$ cat config.mk
export PLATFORM = sky130hd
export DESIGN_NAME = rounded_rect_path_generator_unit_flat
export DESIGN_NICKNAME = d
export VERILOG_FILES = /design/src/hdl/rrp_pkg.sv /design/src/hdl/rrp_rect_if.sv /design/src/hdl/rrp_seg_if.sv /design/src/hdl/rounded_rect_path_generator_unit.sv /design/src/flat_wrapper.sv
export SDC_FILE = /design/constraint.sdc
export NUM_CORES = 2
export LEC_CHECK = 0
export BUFFER_PORTS_ARGS = -buffer_cell sky130_fd_sc_hd__buf_2
export CAP_MARGIN = 40
export CORE_MARGIN = 3
export CORE_UTILIZATION = 55
export CTS_CLUSTER_DIAMETER = 100
export CTS_CLUSTER_SIZE = 8
export DETAILED_ROUTE_END_ITERATION = 7
export PLACE_DENSITY_LB_ADDON = 0.08
export SETUP_SLACK_MARGIN = 0.15
export SYNTH_ARGS = -nofsm -noshare
export SYNTH_HDL_FRONTEND = slang
export SYNTH_SLANG_ARGS = --single-unit
export TNS_END_PERCENT = 5
$ cat constraint.sdc
create_clock -name clk -period 23 [get_ports clk]
set_input_delay 4.6 -clock clk [delete_from_list [all_inputs] [get_ports clk]]
set_output_delay 4.6 -clock clk [all_outputs]
set_load 0.02 [all_outputs]
$ cat src/hdl/rrp_pkg.sv
// Shared constants and types of the rounded rectangle path generator.
// No dependencies; every other file of the block imports this package.
package rrp_pkg;

  localparam int COORD_BITS_DEFAULT = 24;

  localparam int CTRL_FACTOR = 29229;
  localparam int CTRL_ROUND  = 32768;
  localparam int CTRL_SHIFT  = 16;

  typedef enum logic [2:0] {
    KIND_EMPTY = 3'd0,
    KIND_MOVE  = 3'd1,
    KIND_LINE  = 3'd2,
    KIND_CURVE = 3'd3,
    KIND_CLOSE = 3'd4
  } seg_kind_t;

  typedef enum logic [1:0] {
    MODE_EMPTY,
    MODE_PLAIN,
    MODE_ROUND
  } path_mode_t;

endpackage

$ cat src/hdl/rrp_rect_if.sv
// Input channel of the rounded rectangle path generator: one rectangle per beat.
// Depends on rrp_pkg for the default coordinate width.
interface rrp_rect_if
  import rrp_pkg::*;
#(
  parameter int COORD_BITS = COORD_BITS_DEFAULT
);
  logic                         valid;
  logic                         ready;
  logic signed [COORD_BITS-1:0] origin_x;
  logic signed [COORD_BITS-1:0] origin_y;
  logic        [COORD_BITS-2:0] rect_width;
  logic        [COORD_BITS-2:0] rect_height;
  logic        [COORD_BITS-2:0] radius_x;
  logic        [COORD_BITS-2:0] radius_y;
  logic                         radius_x_given;
  logic                         radius_y_given;

  modport source (
    output valid, origin_x, origin_y, rect_width, rect_height,
           radius_x, radius_y, radius_x_given, radius_y_given,
    input  ready
  );

  modport sink (
    input  valid, origin_x, origin_y, rect_width, rect_height,
           radius_x, radius_y, radius_x_given, radius_y_given,
    output ready
  );
endinterface

$ cat src/hdl/rrp_seg_if.sv
// Output channel of the rounded rectangle path generator: one path segment per beat.
// Depends on rrp_pkg for the default coordinate width.
interface rrp_seg_if
  import rrp_pkg::*;
#(
  parameter int COORD_BITS = COORD_BITS_DEFAULT
);
  logic                         valid;
  logic                         ready;
  logic                  [2:0]  segment_kind;
  logic signed [COORD_BITS-1:0] end_x;
  logic signed [COORD_BITS-1:0] end_y;
  logic signed [COORD_BITS-1:0] ctrl1_x;
  logic signed [COORD_BITS-1:0] ctrl1_y;
  logic signed [COORD_BITS-1:0] ctrl2_x;
  logic signed [COORD_BITS-1:0] ctrl2_y;
  logic                         last_segment;

  modport source (
    output valid, segment_kind, end_x, end_y, ctrl1_x, ctrl1_y, ctrl2_x, ctrl2_y,
           last_segment,
    input  ready
  );

  modport sink (
    input  valid, segment_kind, end_x, end_y, ctrl1_x, ctrl1_y, ctrl2_x, ctrl2_y,
           last_segment,
    output ready
  );
endinterface

$ cat src/hdl/rounded_rect_path_generator_unit.sv
// Top level of the rounded rectangle path generator.
// Depends on rrp_pkg and on the channel interfaces rrp_rect_if and rrp_seg_if.
//
// Usage: each beat on the rect channel carries one rectangle (origin, size, two
// corner radii and their given flags). The block answers on the seg channel with
// the outline path, one segment per beat, and marks the final segment of each
// path with last_segment. An empty rectangle gives a single segment of kind empty.
// A plain rectangle gives six segments, a rounded one six to ten.
// The first segment of a path passes through the input register, radius clamp,
// control offset multiply and job load before it reaches the output register,
// which sends one segment per cycle while seg.ready is high. The next rectangle
// moves through the front stages while the current path is being sent out.
// When the receiver holds ready low, the output register keeps its segment and
// the stages behind it fill and then hold; rect.ready falls once all are full.
// Reset clears every stage; no segment is valid after reset.
module rounded_rect_path_generator_unit
  import rrp_pkg::*;
#(
  parameter int COORD_BITS = COORD_BITS_DEFAULT
) (
  input  logic      clk,
  input  logic      rst,
  rrp_rect_if.sink  rect,
  rrp_seg_if.source seg
);

  localparam int SB = COORD_BITS - 1;
  localparam int MW = SB + CTRL_SHIFT + 1;

  localparam logic [3:0] RSLOT_MOVE   = 4'd0;
  localparam logic [3:0] RSLOT_CURVE0 = 4'd1;
  localparam logic [3:0] RSLOT_VLINE0 = 4'd2;
  localparam logic [3:0] RSLOT_CURVE1 = 4'd3;
  localparam logic [3:0] RSLOT_HLINE0 = 4'd4;
  localparam logic [3:0] RSLOT_CURVE2 = 4'd5;
  localparam logic [3:0] RSLOT_VLINE1 = 4'd6;
  localparam logic [3:0] RSLOT_CURVE3 = 4'd7;
  localparam logic [3:0] RSLOT_HLINE1 = 4'd8;
  localparam logic [3:0] RSLOT_CLOSE  = 4'd9;

  localparam logic [3:0] PSLOT_MOVE  = 4'd0;
  localparam logic [3:0] PSLOT_LINE0 = 4'd1;
  localparam logic [3:0] PSLOT_LINE1 = 4'd2;
  localparam logic [3:0] PSLOT_LINE2 = 4'd3;
  localparam logic [3:0] PSLOT_LINE3 = 4'd4;
  localparam logic [3:0] PSLOT_CLOSE = 4'd5;

  typedef logic [COORD_BITS-1:0] coord_t;
  typedef logic [SB-1:0]         size_t;

  typedef struct packed {
    coord_t x;
    coord_t y;
    coord_t xr;
    coord_t yb;
    coord_t xrx;
    coord_t yry;
    coord_t ybry;
    coord_t xrrx;
    coord_t xox;
    coord_t yoy;
    coord_t yboy;
    coord_t xrox;
  } coord_set_t;

  typedef struct packed {
    seg_kind_t kind;
    coord_t    ex;
    coord_t    ey;
    coord_t    c1x;
    coord_t    c1y;
    coord_t    c2x;
    coord_t    c2y;
    logic      last;
  } seg_t;

  // Input register.
  logic   a_valid;
  coord_t a_x, a_y;
  size_t  a_w, a_h, a_rx, a_ry;
  logic   a_xg, a_yg;

  // Radius clamp stage.
  logic   p_valid;
  coord_t p_x, p_y;
  size_t  p_w, p_h, p_rx, p_ry;
  logic   p_empty;

  // Control offset stage.
  logic       m_valid;
  coord_t     m_x, m_y, m_xr, m_yb;
  size_t      m_rx, m_ry, m_ox, m_oy;
  path_mode_t m_mode;
  logic       m_vl, m_hl;

  // Job register, stepped one segment per cycle while the output register is free.
  logic       j_valid;
  logic [3:0] j_step;
  logic [3:0] j_step_next;
  path_mode_t j_mode;
  logic       j_vl, j_hl;
  coord_set_t j_c;
  coord_set_t j_c_next;

  // Output register.
  logic o_valid;
  seg_t o_seg;
  seg_t seg_cur;

  logic  o_free, j_emit, j_last, j_load_ok, m_ok, p_ok;
  size_t rsel_x, rsel_y, half_w, half_h, rx_c, ry_c;
  logic  [MW-1:0] prod_x, prod_y;

  assign o_free    = !o_valid || seg.ready;
  assign j_emit    = j_valid && o_free;
  assign j_load_ok = !j_valid || (o_free && j_last);
  assign m_ok      = !m_valid || j_load_ok;
  assign p_ok      = !p_valid || m_ok;
  assign rect.ready = !rst && (!a_valid || p_ok);

  always_comb begin
    half_w = a_w >> 1;
    half_h = a_h >> 1;
    rsel_x = a_xg ? a_rx : a_ry;
    rsel_y = a_yg ? a_ry : a_rx;
    if (!(a_xg || a_yg)) begin
      rx_c = '0;
      ry_c = '0;
    end else begin
      rx_c = (rsel_x > half_w) ? half_w : rsel_x;
      ry_c = (rsel_y > half_h) ? half_h : rsel_y;
    end
  end

  assign prod_x = MW'(p_rx) * MW'(CTRL_FACTOR) + MW'(CTRL_ROUND);
  assign prod_y = MW'(p_ry) * MW'(CTRL_FACTOR) + MW'(CTRL_ROUND);

  always_comb begin
    j_c_next.x    = m_x;
    j_c_next.y    = m_y;
    j_c_next.xr   = m_xr;
    j_c_next.yb   = m_yb;
    j_c_next.xrx  = m_x + COORD_BITS'(m_rx);
    j_c_next.yry  = m_y + COORD_BITS'(m_ry);
    j_c_next.ybry = m_yb - COORD_BITS'(m_ry);
    j_c_next.xrrx = m_xr - COORD_BITS'(m_rx);
    j_c_next.xox  = m_x + COORD_BITS'(m_ox);
    j_c_next.yoy  = m_y + COORD_BITS'(m_oy);
    j_c_next.yboy = m_yb - COORD_BITS'(m_oy);
    j_c_next.xrox = m_xr - COORD_BITS'(m_ox);
  end

  always_comb begin
    unique case (j_mode)
      MODE_EMPTY: j_last = 1'b1;
      MODE_PLAIN: j_last = (j_step == PSLOT_CLOSE);
      MODE_ROUND: j_last = (j_step == RSLOT_CLOSE);
      default:    j_last = 1'b1;
    endcase
  end

  always_comb begin
    j_step_next = j_step + 4'd1;
    if (j_mode == MODE_ROUND) begin
      case (j_step + 4'd1) inside
        RSLOT_VLINE0, RSLOT_VLINE1: if (!j_vl) j_step_next = j_step + 4'd2;
        RSLOT_HLINE0, RSLOT_HLINE1: if (!j_hl) j_step_next = j_step + 4'd2;
        default: ;
      endcase
    end
  end

  always_comb begin
    seg_cur      = '0;
    seg_cur.kind = KIND_EMPTY;
    seg_cur.last = j_last;
    unique case (j_mode)
      MODE_EMPTY: ;
      MODE_PLAIN: begin
        case (j_step)
          PSLOT_MOVE: begin
            seg_cur.kind = KIND_MOVE;
            seg_cur.ex = j_c.x;  seg_cur.ey = j_c.y;
          end
          PSLOT_LINE0: begin
            seg_cur.kind = KIND_LINE;
            seg_cur.ex = j_c.x;  seg_cur.ey = j_c.yb;
          end
          PSLOT_LINE1: begin
            seg_cur.kind = KIND_LINE;
            seg_cur.ex = j_c.xr; seg_cur.ey = j_c.yb;
          end
          PSLOT_LINE2: begin
            seg_cur.kind = KIND_LINE;
            seg_cur.ex = j_c.xr; seg_cur.ey = j_c.y;
          end
          PSLOT_LINE3: begin
            seg_cur.kind = KIND_LINE;
            seg_cur.ex = j_c.x;  seg_cur.ey = j_c.y;
          end
          default: begin
            seg_cur.kind = KIND_CLOSE;
            seg_cur.ex = j_c.x;  seg_cur.ey = j_c.y;
          end
        endcase
      end
      MODE_ROUND: begin
        case (j_step)
          RSLOT_MOVE: begin
            seg_cur.kind = KIND_MOVE;
            seg_cur.ex = j_c.xrx; seg_cur.ey = j_c.y;
          end
          RSLOT_CURVE0: begin
            seg_cur.kind = KIND_CURVE;
            seg_cur.ex  = j_c.x;    seg_cur.ey  = j_c.yry;
            seg_cur.c1x = j_c.xox;  seg_cur.c1y = j_c.y;
            seg_cur.c2x = j_c.x;    seg_cur.c2y = j_c.yoy;
          end
          RSLOT_VLINE0: begin
            seg_cur.kind = KIND_LINE;
            seg_cur.ex = j_c.x;    seg_cur.ey = j_c.ybry;
          end
          RSLOT_CURVE1: begin
            seg_cur.kind = KIND_CURVE;
            seg_cur.ex  = j_c.xrx;  seg_cur.ey  = j_c.yb;
            seg_cur.c1x = j_c.x;    seg_cur.c1y = j_c.yboy;
            seg_cur.c2x = j_c.xox;  seg_cur.c2y = j_c.yb;
          end
          RSLOT_HLINE0: begin
            seg_cur.kind = KIND_LINE;
            seg_cur.ex = j_c.xrrx; seg_cur.ey = j_c.yb;
          end
          RSLOT_CURVE2: begin
            seg_cur.kind = KIND_CURVE;
            seg_cur.ex  = j_c.xr;   seg_cur.ey  = j_c.ybry;
            seg_cur.c1x = j_c.xrox; seg_cur.c1y = j_c.yb;
            seg_cur.c2x = j_c.xr;   seg_cur.c2y = j_c.yboy;
          end
          RSLOT_VLINE1: begin
            seg_cur.kind = KIND_LINE;
            seg_cur.ex = j_c.xr;   seg_cur.ey = j_c.yry;
          end
          RSLOT_CURVE3: begin
            seg_cur.kind = KIND_CURVE;
            seg_cur.ex  = j_c.xrrx; seg_cur.ey  = j_c.y;
            seg_cur.c1x = j_c.xr;   seg_cur.c1y = j_c.yoy;
            seg_cur.c2x = j_c.xrox; seg_cur.c2y = j_c.y;
          end
          RSLOT_HLINE1: begin
            seg_cur.kind = KIND_LINE;
            seg_cur.ex = j_c.xrx;  seg_cur.ey = j_c.y;
          end
          default: begin
            seg_cur.kind = KIND_CLOSE;
            seg_cur.ex = j_c.xrx;  seg_cur.ey = j_c.y;
          end
        endcase
      end
      default: ;
    endcase
  end

  always_ff @(posedge clk) begin
    if (rst) begin
      a_valid <= 1'b0;
      p_valid <= 1'b0;
      m_valid <= 1'b0;
      j_valid <= 1'b0;
      o_valid <= 1'b0;
    end else begin
      if (rect.ready) a_valid <= rect.valid;
      if (p_ok)       p_valid <= a_valid;
      if (m_ok)       m_valid <= p_valid;
      if (j_load_ok)  j_valid <= m_valid;
      if (o_free)     o_valid <= j_valid;
    end
  end

  always_ff @(posedge clk) begin
    if (rect.ready && rect.valid) begin
      a_x  <= rect.origin_x;
      a_y  <= rect.origin_y;
      a_w  <= rect.rect_width;
      a_h  <= rect.rect_height;
      a_rx <= rect.radius_x;
      a_ry <= rect.radius_y;
      a_xg <= rect.radius_x_given;
      a_yg <= rect.radius_y_given;
    end
    if (p_ok && a_valid) begin
      p_x     <= a_x;
      p_y     <= a_y;
      p_w     <= a_w;
      p_h     <= a_h;
      p_rx    <= rx_c;
      p_ry    <= ry_c;
      p_empty <= (a_w == '0) || (a_h == '0);
    end
    if (m_ok && p_valid) begin
      m_x  <= p_x;
      m_y  <= p_y;
      m_xr <= p_x + COORD_BITS'(p_w);
      m_yb <= p_y + COORD_BITS'(p_h);
      m_rx <= p_rx;
      m_ry <= p_ry;
      m_ox <= prod_x[CTRL_SHIFT +: SB];
      m_oy <= prod_y[CTRL_SHIFT +: SB];
      m_vl <= {p_ry, 1'b0} < {1'b0, p_h};
      m_hl <= {p_rx, 1'b0} < {1'b0, p_w};
      if (p_empty) begin
        m_mode <= MODE_EMPTY;
      end else if ((p_rx != '0) && (p_ry != '0)) begin
        m_mode <= MODE_ROUND;
      end else begin
        m_mode <= MODE_PLAIN;
      end
    end
    if (j_load_ok && m_valid) begin
      j_step <= '0;
      j_mode <= m_mode;
      j_vl   <= m_vl;
      j_hl   <= m_hl;
      j_c    <= j_c_next;
    end else if (j_emit) begin
      j_step <= j_step_next;
    end
    if (j_emit) begin
      o_seg <= seg_cur;
    end
  end

  assign seg.valid        = o_valid;
  assign seg.segment_kind = o_seg.kind;
  assign seg.end_x        = o_seg.ex;
  assign seg.end_y        = o_seg.ey;
  assign seg.ctrl1_x      = o_seg.c1x;
  assign seg.ctrl1_y      = o_seg.c1y;
  assign seg.ctrl2_x      = o_seg.c2x;
  assign seg.ctrl2_y      = o_seg.c2y;
  assign seg.last_segment = o_seg.last;

  a_close_is_last: assert property (@(posedge clk) disable iff (rst)
    o_valid && (o_seg.kind == KIND_CLOSE || o_seg.kind == KIND_EMPTY) |-> o_seg.last)
    else $error("close or empty segment without last_segment");

  a_move_not_last: assert property (@(posedge clk) disable iff (rst)
    o_valid && o_seg.kind == KIND_MOVE |-> !o_seg.last)
    else $error("move segment marked as last");

  a_round_step_range: assert property (@(posedge clk) disable iff (rst)
    j_valid && j_mode == MODE_ROUND |-> j_step <= RSLOT_CLOSE)
    else $error("rounded path step out of range");

  a_plain_step_range: assert property (@(posedge clk) disable iff (rst)
    j_valid && j_mode == MODE_PLAIN |-> j_step <= PSLOT_CLOSE)
    else $error("plain path step out of range");

endmodule
$ cat src/flat_wrapper.sv
// flat-port wrapper written by rule: the top's interface ports become plain ports
module rounded_rect_path_generator_unit_flat import rrp_pkg::*;
#(
  parameter int COORD_BITS = COORD_BITS_DEFAULT
)
  (clk, rst, rect_valid, rect_origin_x, rect_origin_y, rect_rect_width, rect_rect_height, rect_radius_x, rect_radius_y, rect_radius_x_given, rect_radius_y_given, rect_ready, seg_valid, seg_segment_kind, seg_end_x, seg_end_y, seg_ctrl1_x, seg_ctrl1_y, seg_ctrl2_x, seg_ctrl2_y, seg_last_segment, seg_ready);
  rrp_rect_if #(.COORD_BITS(COORD_BITS)) rect_i ();
  rrp_seg_if #(.COORD_BITS(COORD_BITS)) seg_i ();
  input  logic clk;
  input  logic rst;
  input wire logic [$bits(rect_i.valid)-1:0] rect_valid;
  input wire logic [$bits(rect_i.origin_x)-1:0] rect_origin_x;
  input wire logic [$bits(rect_i.origin_y)-1:0] rect_origin_y;
  input wire logic [$bits(rect_i.rect_width)-1:0] rect_rect_width;
  input wire logic [$bits(rect_i.rect_height)-1:0] rect_rect_height;
  input wire logic [$bits(rect_i.radius_x)-1:0] rect_radius_x;
  input wire logic [$bits(rect_i.radius_y)-1:0] rect_radius_y;
  input wire logic [$bits(rect_i.radius_x_given)-1:0] rect_radius_x_given;
  input wire logic [$bits(rect_i.radius_y_given)-1:0] rect_radius_y_given;
  output wire logic [$bits(rect_i.ready)-1:0] rect_ready;
  output wire logic [$bits(seg_i.valid)-1:0] seg_valid;
  output wire logic [$bits(seg_i.segment_kind)-1:0] seg_segment_kind;
  output wire logic [$bits(seg_i.end_x)-1:0] seg_end_x;
  output wire logic [$bits(seg_i.end_y)-1:0] seg_end_y;
  output wire logic [$bits(seg_i.ctrl1_x)-1:0] seg_ctrl1_x;
  output wire logic [$bits(seg_i.ctrl1_y)-1:0] seg_ctrl1_y;
  output wire logic [$bits(seg_i.ctrl2_x)-1:0] seg_ctrl2_x;
  output wire logic [$bits(seg_i.ctrl2_y)-1:0] seg_ctrl2_y;
  output wire logic [$bits(seg_i.last_segment)-1:0] seg_last_segment;
  input wire logic [$bits(seg_i.ready)-1:0] seg_ready;
  assign rect_i.valid = rect_valid;
  assign rect_i.origin_x = rect_origin_x;
  assign rect_i.origin_y = rect_origin_y;
  assign rect_i.rect_width = rect_rect_width;
  assign rect_i.rect_height = rect_rect_height;
  assign rect_i.radius_x = rect_radius_x;
  assign rect_i.radius_y = rect_radius_y;
  assign rect_i.radius_x_given = rect_radius_x_given;
  assign rect_i.radius_y_given = rect_radius_y_given;
  assign rect_ready = rect_i.ready;
  assign seg_valid = seg_i.valid;
  assign seg_segment_kind = seg_i.segment_kind;
  assign seg_end_x = seg_i.end_x;
  assign seg_end_y = seg_i.end_y;
  assign seg_ctrl1_x = seg_i.ctrl1_x;
  assign seg_ctrl1_y = seg_i.ctrl1_y;
  assign seg_ctrl2_x = seg_i.ctrl2_x;
  assign seg_ctrl2_y = seg_i.ctrl2_y;
  assign seg_last_segment = seg_i.last_segment;
  assign seg_i.ready = seg_ready;
  rounded_rect_path_generator_unit #(.COORD_BITS(COORD_BITS)) u_core (.clk(clk), .rst(rst), .rect(rect_i), .seg(seg_i));
endmodule
Word level (Yosys, flattened, before mapping):

Index checks and enable logic that the tools add are counted.

* bits of input ports: 146
* memory bits (read-only): 0
* memories: 0
* output and inout port bits: 150
* word-level logic and storage cells: 138
* bits in latches: 0
* bits in writable memories: 0
* register bits after elaboration: 924

* multipliers: 2
* magnitude comparators: 4
* muxes and demuxes: 15
* bitwise logic cells: 1
* div/mod/pow operators: 0
* $add $sub $neg: 14
* reduce and logical (&&, ||, !) cells: 30
* eq/ne operators: 15
* shift-type cells: 0

Operator list (number)
* $pmux 51 s9: 1
* $pmux 96 s4: 1
* $pmux 51 s5: 1
* $add 24x23->24: 6
* $pmux 51 s2: 1
* $sub 24x23->24: 4
* $add 38x16->39 const B: 2
* $mul 23x15->38 const B: 2
* $lt 24x23->1: 2
* $gt 23x22->1: 2
* $logic_not 23->1: 2
* $mux 23: 2
* $reduce_bool 23->1: 2
* $mux 22: 2
* $eq 4x3->1 const B: 6
* $mux 4: 5
* $eq 4x2->1 const B: 3
* $eq 4x4->1 const B: 3
* $logic_and 1x1->1: 8
* $reduce_or 2->1: 4
* $logic_or 1x1->1: 7
* $logic_not 1->1: 6
* $add 4x1->4 const B: 1
* $add 4x2->4 const B: 1
* 7 further kinds: 7

Longest topological paths before layout:

* word-level depth: 9
* gate-level depth with buffers: 23
* depth with buffers taken out: 23

Least setup slack after synthesis:

OpenSTA, ideal clock, no wires.

* path type: input -> register
* start: in seg_ready
* end: reg u_core.j_step[3]
* data arrival time: 18.178 ns
* buffers on the path: 0
* cell stages on the path: 4
* data required time: 22.308 ns
* library setup time: 0.692 ns
* setup slack: 4.131 ns
* path through: nor2b_1 o21a_1 nor2b_1 nor3_1

* cells in the longest elaborated chain, start to end: 4
* elaborated cells between the ends (all ways): 5
* classes of those cells: reduce/logical (5)

RTL lines
* from (decl): RTL line flat_wrapper.sv:30 `input wire logic [$bits(seg_i.ready)-1:0] seg_ready;`
* $logic_or 1x1->1 *: RTL line rounded_rect_path_generator_unit.sv:114 `assign o_free = !o_valid || seg.ready;`
* $logic_and 1x1->1: RTL line rounded_rect_path_generator_unit.sv:116 `assign j_load_ok = !j_valid || (o_free && j_last);`
* $logic_or 1x1->1: RTL line rounded_rect_path_generator_unit.sv:116
* $logic_and 1x1->1: RTL line rounded_rect_path_generator_unit.sv:318 `if (j_load_ok && m_valid) begin`
* to (signal assigned): RTL line rounded_rect_path_generator_unit.sv:325 `j_step <= j_step_next;`
* to (decl): RTL line rounded_rect_path_generator_unit.sv:98 `logic [3:0] j_step;`

Mark *: on every way between the ends. The rest lies on a longest branch, timed or not.
A chain may end at the register's enable or synchronous reset.

Worst setup path after layout:

* start: in seg_ready
* end: out rect_ready

* cells in the longest elaborated chain, start to end: 7

RTL lines
* $logic_or 1x1->1: RTL line rounded_rect_path_generator_unit.sv:114
* $logic_and 1x1->1: RTL line rounded_rect_path_generator_unit.sv:116
* $logic_or 1x1->1: RTL line rounded_rect_path_generator_unit.sv:116
* $logic_or 1x1->1: RTL line rounded_rect_path_generator_unit.sv:117 `assign m_ok = !m_valid || j_load_ok;`
* $logic_or 1x1->1: RTL line rounded_rect_path_generator_unit.sv:118 `assign p_ok = !p_valid || m_ok;`
* $logic_or 1x1->1: RTL line rounded_rect_path_generator_unit.sv:119 `assign rect.ready = !rst && (!a_valid || p_ok);`
* $logic_and 1x1->1: RTL line rounded_rect_path_generator_unit.sv:119
* to (decl): RTL line flat_wrapper.sv:20 `output wire logic [$bits(rect_i.ready)-1:0] rect_ready;`

Every way passes these cells.

==> results.json <==
{
  "path_class": "in -> out",
  "max_freq_mhz": 90.23,
  "clk_latency_ns": 0.72,
  "cp_max_fo": 4,
  "synth_warnings": 0,
  "clkSinkCount": 924,
  "crit_family": "compound AO/OA/AOI/OAI gates",
  "power_frac_comb_pct": 35.0,
  "first_pass_iters": 8,
  "fillers": 8428,
  "synth_area_um2": 58770,
  "antenna_found_initial": 3,
  "cp-end-kind": "primary output",
  "fp.dieW_um": 332.9,
  "reg2reg_setup_slack_ns": 16.65,
  "wl_per_cell_um": 22.58,
  "num_rows": 119,
  "numPortBuffers": 295,
  "worstPathCellList": "buf_2, nor2b_1, o21a_1, nand2_1, nor2_1, a21oi_1, buf_2",
  "avgSynthCellArea_um2": 11.91,
  "start_kind": "input pin",
  "clk_path_buf_depth": 3,
  "synth-seq-cells": 924,
  "p_int_uw": 3962,
  "period_needed_ns": 11.08,
  "grt_max_degree": 124,
  "grt_first_pass_wirelength_um": 230000,
  "ctsHoldBuffers": 0,
  "finalMaxSlewViolations": 0,
  "critical_path_buf_inv_count": 2,
  "area_growth_syn_to_layout_pct": 11.83,
  "worst_slew_pin_slew_ns": 0.8754,
  "rsz0062_at_grt": "no",
  "outcome": "complete, no violations",
  "final_area_um2": 65720,
  "top_level_ports": 296,
  "tns_ns": 0,
  "die_h_um": 332.9,
  "grt-ovfl-total": 0,
  "cp_num_cells": 7,
  "grt_pass1_vias": 37980,
  "synth_cells": 4934,
  "finalHoldViolations": 0,
  "reg2reg_to": "u_core.m_oy[22]$_DFFE_PP_",
  "place_congestion": 0.9173,
  "dp.cells": 6540,
  "rr_worst_depth": 19,
  "ctsResizeCount": 0,
  "cts-root-buf": "clkbuf_16",
  "netSwitchingFraction_pct": 33.68,
  "fin_nets": 6366,
  "post_cts_buffers": 0,
  "netlist_top_cells_area": "edfxtp_1 47%, ha_1 15%, fa_1 8.0%",
  "yosysTopAreaCellShare_pct": 46.76,
  "power_density_nw_per_um2": 90.91,
  "synth_cell_type_count": 92,
  "vias_per_cell": 5.880,
  "synth_area_leader_cell": "edfxtp_1",
  "p_seq_share_pct": 36.1,
  "worst_clock_skew_ns": 0.02794,
  "coreArea_um2": 105700,
  "grt_use_total_pct": 27.42,
  "multi_input_area_um2": 28270,
  "drt_wl_total_um": 151500,
  "yosys.cell_count.top_type": "edfxtp_1",
  "p_leak_uw": 0.02778,
  "period_share_pct": 48.19,
  "cts_tree": "built",
  "cp.arrival_ns": 6.48,
  "switchingPower_uw": 2012,
  "relSlewSlack_pct": 41.42,
  "holdPathStages": 0,
  "yosysSeqAreaShare_pct": 47.06,
  "cts_buffers": 133,
  "peakVddDrop_uv": 67.98,
  "slowest_stage": "o21a_1",
  "cp_data_required_time_ns": 18.40,
  "ys.flop_type": "edfxtp_1",
  "ys_top_cells_by_count": "915 x edfxtp_1, 702 x ha_1, 653 x inv_1",
  "finalSetupViolCount": 0,
  "regArea_um2": 27660,
  "htreeDepth": 4,
  "r2r_start": "u_core.p_ry[2]$_SDFFCE_PP0P_",
  "antenna_left": 0,
  "clockPowerShare_pct": 28.9,
  "synth_edf_count": 915,
  "async_flop_share_pct": 0,
  "place_area_um2": 62150,
  "post-dp-hpwl_um": 118100,
  "fin_cells": 6708,
  "start_util_pct": 55.59,
  "drtIter0Drc": 4145,
  "cp_slowest_stage_delay_ns": 0.47,
  "num_vias": 39440,
  "endpoint": "rect_ready",
  "cap_violations": 0,
  "crit_start": "seg_ready",
  "path_common_cell": "buf_2",
  "drive_gt1_share_pct": 10.91,
  "route.detailed.drc": 0,
  "die_area_um2": 110800,
  "path_clk_slew_ns": 0.05,
  "hp-class": "reg -> reg"
}
## placed cells by master (no fill, tap or decap), types with 24 or more instances in the layout
master     instances
a211oi_1          24
a21o_1           117
a21oi_1          301
a221oi_1          52
a222oi_1          24
a22o_1            49
a22oi_1          201
a31oi_1           60
and3_1            24
buf_2            296
buf_4             32
clkbuf_1          25
clkbuf_16        137
edfxtp_1         915
fa_1             234
ha_1             700
inv_1            653
mux2_2            42
mux2i_1           30
nand2_1          174
nand2b_1          46
nand3_1           51
nand4_1           43
nor2_1           325
nor2b_1           53
nor3_1            52
o21a_1            51
o21ai_0           79
o21ai_1           37
o21bai_1          26
xnor2_1          168
xor2_1            63
## per-layer routing
metal / wire length [um] / track usage, %
met1: 74260 / 44.23
met2: 61240 / 38.30
met3: 12720 / 4.591
met4: 3247 / 6.805
met5: 14 / 0
## cell families after synthesis
kind of cell | count (synthesis) | share of synthesized area, %
AO/OA/AOI/OAI | 1148 | 13.56
XOR/XNOR | 231 | 3.443
AND/OR/NAND/NOR | 843 | 6.696
adder cells (fa/ha/maj) | 936 | 22.92
other | 1 | 0.006381
multiplexers | 72 | 1.316
flip-flops | 924 | 47.06
buffers and inverters | 779 | 4.993
## state kept, by name (all words and copies together) (netlist names), 24 cells and up
register,count
u_core.a_x,24
u_core.a_y,24
u_core.j_c,288
u_core.m_x,24
u_core.m_xr,24
u_core.m_y,24
u_core.m_yb,24
u_core.p_x,24
u_core.p_y,24
u_core.seg.ctrl1_x,24
u_core.seg.ctrl1_y,24
u_core.seg.ctrl2_x,24
u_core.seg.ctrl2_y,24
u_core.seg.end_x,24
u_core.seg.end_y,24
## cell type report
class                   instances  share of cell area [%]
flip-flops and latches        924                   42.09
diodes                          1                0.003808
well taps                    1391                   2.648
clock buffers                 162                   5.360
multi-input cells            3232                   43.02
repair buffers                340                   3.088
clock inverters                 5                 0.06093
inverters                     653                   3.730
## power groups by stage
stage               combinational, uW  sequential, uW  clock (uW)
floorplan                        1550            2130           0
global placement                 2020            2180           0
detailed placement               2060            2180           0
CTS                              2080            2150        1770
global route                     2350            2160        1840
finish                           2090            2160        1730
## metrics by stage
step | hold slack [ns] | worst slack (ns) | power (uW) | utilization [%]
global placement | 0.4017 | 11.97 | 4199 | 58.51
CTS | 0.4111 | 11.99 | 5994 | 62.16
finish | 0.4123 | 11.92 | 5974 | 62.16
detailed placement | 0.4045 | 11.99 | 4242 | 58.79
floorplan | 0.4003 | 4.131 | 3684 | -
global route | 0.4227 | 11.83 | 6345 | 62.16
## worst register-to-register path: cells and delay by family, from the launching register on
kind / cells / cell delay, ns
AOI/OAI and AO/OA: 5 / 1.58
xor gates and xnor gates: 1 / 0.14
adders and majority gates: 7 / 3.10
buffers and inverters: 4 / 0.35
DFF: 1 / 0.62
and+or+nand+nor: 2 / 0.30
## worst min-delay path by stage
stage	from	slack, ns	to
after floorplan	u_core.m_hl$_DFFE_PP_	0.40	u_core.j_hl$_DFFE_PP_
after global placement	u_core.a_x[21]$_DFFE_PP_	0.40	u_core.p_x[21]$_DFFE_PP_
after detailed placement	u_core.a_x[23]$_DFFE_PP_	0.40	u_core.p_x[23]$_DFFE_PP_
after CTS	u_core.a_x[23]$_DFFE_PP_	0.41	u_core.p_x[23]$_DFFE_PP_
after global routing	u_core.a_x[2]$_DFFE_PP_	0.42	u_core.p_x[2]$_DFFE_PP_
final	u_core.a_x[23]$_DFFE_PP_	0.41	u_core.p_x[23]$_DFFE_PP_
(Power assumes the default switching activity.)
